[src/rtl/ccl_pkg.sv]
// Shared types and constants for the connected-component labeling block.
package ccl_pkg;

    localparam int RC_W    = 7;
    localparam int LABEL_W = 11;
    localparam int IDX_W   = 12;
    localparam int FUNC_W  = 2;
    localparam int CFG_AW  = 3;
    localparam int CFG_DW  = 32;

    localparam logic [LABEL_W-1:0] LABEL_MAX = '1;
    localparam logic [RC_W-1:0]    DIM_RESET = 7'd64;

    localparam logic [FUNC_W-1:0] FUNC_WRITE = 2'd0;
    localparam logic [FUNC_W-1:0] FUNC_RUN   = 2'd1;
    localparam logic [FUNC_W-1:0] FUNC_READ  = 2'd2;

    localparam logic REG_ROWS = 1'b0;
    localparam logic REG_COLS = 1'b1;

    // Neighbor k: which direction it moves in, one bit per k.
    // k: 0 W, 1 E, 2 NW, 3 N, 4 NE, 5 SW, 6 S, 7 SE
    localparam logic [7:0] NB_UP    = 8'b0001_1100;
    localparam logic [7:0] NB_DOWN  = 8'b1110_0000;
    localparam logic [7:0] NB_LEFT  = 8'b0010_0101;
    localparam logic [7:0] NB_RIGHT = 8'b1001_0010;

    typedef struct packed {
        logic [RC_W-1:0] rows;
        logic [RC_W-1:0] cols;
    } t_cfg;

    typedef enum logic [3:0] {
        S_IDLE,
        S_CLEAR,
        S_SCAN_RD,
        S_SCAN_CHK,
        S_ADV,
        S_POP,
        S_POPW,
        S_NRD,
        S_NCHK,
        S_DONE
    } t_state;

endpackage

[src/rtl/ccl_regs.sv]
// APB register file holding the image geometry.
module ccl_regs (
    input  logic                        i_clk,
    input  logic                        i_rst_n,
    input  logic                        psel,
    input  logic                        penable,
    input  logic                        pwrite,
    input  logic [ccl_pkg::CFG_AW-1:0]  paddr,
    input  logic [ccl_pkg::CFG_DW-1:0]  pwdata,
    output logic [ccl_pkg::CFG_DW-1:0]  prdata,
    output logic                        pready,
    output ccl_pkg::t_cfg               o_cfg
);
    import ccl_pkg::*;

    logic [RC_W-1:0] r_rows;
    logic [RC_W-1:0] r_cols;
    logic            wr_en;

    assign pready = 1'b1;
    assign wr_en  = psel && penable && pwrite && pready;

    always_ff @(posedge i_clk) begin
        if (!i_rst_n) begin
            r_rows <= DIM_RESET;
            r_cols <= DIM_RESET;
        end else if (wr_en) begin
            if (paddr[2] == REG_ROWS) begin
                r_rows <= pwdata[RC_W-1:0];
            end else begin
                r_cols <= pwdata[RC_W-1:0];
            end
        end
    end

    always_comb begin
        if (paddr[2] == REG_COLS) begin
            prdata = {{(CFG_DW-RC_W){1'b0}}, r_cols};
        end else begin
            prdata = {{(CFG_DW-RC_W){1'b0}}, r_rows};
        end
    end

    assign o_cfg.rows = r_rows;
    assign o_cfg.cols = r_cols;

endmodule

[config.mk]
export PLATFORM = sky130hd
export DESIGN_NAME = ccl_regs
export DESIGN_NICKNAME = d
export VERILOG_FILES = /design/src/rtl/ccl_pkg.sv /design/src/rtl/ccl_regs.sv
export SDC_FILE = /design/constraint.sdc
export NUM_CORES = 1
export LEC_CHECK = 0
export ABC_CLOCK_PERIOD_IN_PS = 1200
export BUFFER_PORTS_ARGS = -buffer_cell sky130_fd_sc_hd__buf_2
export CAP_MARGIN = 20
export CORE_MARGIN = 3
export CORE_UTILIZATION = 25
export CTS_CLUSTER_DIAMETER = 100
export CTS_CLUSTER_SIZE = 20
export DETAILED_ROUTE_END_ITERATION = 7
export GPL_ROUTABILITY_DRIVEN = 0
export MAX_ROUTING_LAYER = met4
export PLACE_DENSITY = 0.72
export SLEW_MARGIN = 20
export SYNTH_ARGS = -nofsm -noshare
export SYNTH_HDL_FRONTEND = slang
export SYNTH_SLANG_ARGS = --single-unit
[constraint.sdc]
create_clock -name i_clk -period 1.2 [get_ports i_clk]
set_clock_uncertainty 0.2 [all_clocks]
set_input_delay 0 -clock i_clk [delete_from_list [all_inputs] [get_ports i_clk]]
set_output_delay 0 -clock i_clk [all_outputs]
set_load 0.005 [all_outputs]
==> impl_metrics.py <==
metrics = {
    "outcome": {
        "status": "completed",
    },
    "critical_path": {
        "critPathArrivalTime_ps": 990,
        "regToRegStartpoint": "r_rows[6]",
        "endpoint_kind": "output port",
        "r2r_slack_ps": 270,
        "worstRegToRegCells": 3,
        "startpoint_type": "register",
        "crit_fanout": 2,
        "cp.required_ps": 1000,
        "criticalPathCategory": "reg2out",
        "regToRegEndpoint": "r_rows[6]",
    },
    "clocking": {
        "cts_tree": "done",
        "cts_root_buf": "clkbuf_4",
        "clk_path_buf_depth": 2,
        "ctsHtreeMaxLevel": 1,
        "cts_sinks": 14,
        "clock_latency_ps": 280,
        "cts_made_buffers": 3,
        "path_clk_slew_ps": 90,
    },
    "placement": {
        "place_area_um2": 967,
        "pre_cts_slack_ps": 155,
        "port_buffers": 33,
        "hpwl_um": 1320,
    },
    "floorplan": {
        "pin_count": 87,
        "die_w_um": 64.5,
        "die_y_um": 64.5,
        "core-area_um2": 3150,
        "start_util_pct": 27.1,
        "rows": 20,
        "die-area_um2": 4160,
    },
    "power_and_ir_drop": {
        "vdd_drop_max_mv": 0.495,
        "seq_power_share_pct": 48.7,
        "p_int_uw": 747,
        "swShare_pct": 24.5,
        "comb_power_share_pct": 16.7,
        "power.density_nw_per_um2": 828,
        "clockPowerShare_pct": 34.7,
        "p_leak_uw": 0.000686,
        "power_switching_uw": 243,
    },
    "hold_path": {
        "worstHoldStart": "paddr[2]",
        "hold_path.class": "in2reg",
        "holdPathEnd": "r_cols[3]",
        "hold_path_depth": 4,
    },
    "finish": {
        "final_common_cell": "buf_2",
        "final_cell_mix": "buf_2 (31), conb_1 (26), nand2_1 (18)",
        "num-nets-final": 181,
        "fin_util_pct": 37.9,
        "n_antenna_cell": 0,
        "final_cell_area_um2": 1190,
        "area_delta_synth_final_pct": 39.8,
        "drive_gt1_share_pct": 47.9,
    },
    "detailed_routing": {
        "met1Wirelength_um": 757,
        "top_layer": "met4",
        "ant_nets": 0,
        "drt-vias-per-instance": 3.66,
        "drt_pass1_iterations": 3,
        "routed-wl-met2_um": 978,
        "via_count": 674,
        "drt_iter0_drc": 13,
        "wl_per_cell_um": 10.3,
        "totalWireLength_um": 1900,
        "drc": 0,
        "wl_met3_um": 148,
    },
    "logic_synthesis": {
        "synthDominantCellAreaShare_pct": 32.8,
        "yosysWarnings": 0,
        "syn_inst": 90,
        "avgSynthCellArea_um2": 9.50,
        "ys_seq_area_share_pct": 32.8,
        "synth_area_um2": 855,
        "ys_top_cells_by_area": "dfxtp_1 (33%), buf_4 (23%), mux2i_1 (16%), mux2_2 (9.2%), nand2_1 (7.9%)",
        "ys_types": 11,
        "synth_seq_cells": 14,
        "synth_top_cell_by_area": "dfxtp_1",
    },
    "sta": {
        "min_period_over_period_pct": 98.9,
        "grt_setup_unrepaired": "true",
        "period_minus_slack_ps": 1190,
        "fmax_mhz": 843,
        "final_hold_viol_count": 0,
        "setup_violations": 0,
        "layout_setup_ws_ps": 13.8,
        "slew_violations": 0,
    },
    "run": {
        "cap_viol_max_count": 0,
    },
    "grt": {
        "grt_pass1_wl_um": 2840,
        "grt_pass1_vias": 634,
        "grt_usage_pct": 9.47,
        "grt_max_degree": 14,
        "overflow": 0,
        "antenna_found_initial": 0,
    },
}
## stage by stage
step	instances	setup TNS [ps]	hold WS, ps	total power, uW
after floorplan	114	0	-39.0	627
after global placement	163	0	64.9	618
after detailed placement	163	0	76.1	619
after CTS	184	-27.6	109	1010
after global routing	184	-189	127	1050
final	184	0	112	990
## state kept, by name, indices dropped and copies added, names as in the netlist
signal  flops
r_cols      7
r_rows      7
## synthesized netlist by cell type
cell      count
nor2b_1       3
clkbuf_1      2
conb_1        2
mux2i_1      14
nand2_1      18
nand4_2       1
mux2_2        7
dfxtp_1      14
buf_4        26
nand4b_4      1
buf_6         2
## metal layers
| layer | GRT usage [%] | vias to the layer above |
|---|---|---|
| li1 | - | 337 |
| met1 | 9.56 | 301 |
| met2 | 16.8 | 34 |
| met3 | 4.16 | 2 |
| met4 | 2.37 | 0 |
| met5 | - | - |
## power by group through the flow
| stage | clock [uW] | sequential [uW] | combinational, uW |
|---|---|---|---|
| 4_1_cts | 371 | 482 | 161 |
| 5_1_grt | 382 | 484 | 184 |
| 2_1_floorplan | 0 | 493 | 134 |
| 6_report | 343 | 482 | 165 |
| 3_3_place_gp | 0 | 492 | 126 |
| 3_5_place_dp | 0 | 492 | 127 |
## cells by family (layout without fill, tap and decap cells)
family,Yosys count,after routing,synth area share (%)
flip-flops,14,14,32.8
multiplexers,21,21,25.6
buffers and inverters,30,56,26.4
AND/OR/NAND/NOR,23,23,14.3
other,2,26,0.879
## critical path, cell delays in order, from the launching register on
cell	delay, ps
dfxtp_2	330
mux2_4	270
buf_6	120
## worst max-delay path by stage
| stage | endpoint | from | slack (ps) |
|---|---|---|---|
| finish | prdata[3] | r_rows[3] | 10 |
| global route | prdata[1] | r_rows[1] | -40 |
| CTS | prdata[0] | r_cols[0] | -8 |
| detailed placement | r_rows[1] | paddr[2] | 160 |
| global placement | r_rows[2] | paddr[2] | 160 |
| floorplan | r_rows[6] | paddr[2] | 360 |
## repair_timing
| item | in CTS | in global routing |
|---|---|---|
| hold buffers | 11 | 0 |
| hold endpoints to repair | 14 | 0 |
| gates resized for setup | 11 | 6 |
| endpoints found under the setup margin | 7 | 7 |
| buffers inserted | 6 | 0 |
## final cells by class
cell class              count  area (um2)
multi-input cells          70         447
flip-flops and latches     14         297
well taps                  44        55.1
fillers                   346        1960
repair buffers             52         360
clock buffers               4        36.3
Note: power is estimated with default switching activity, not from simulation.
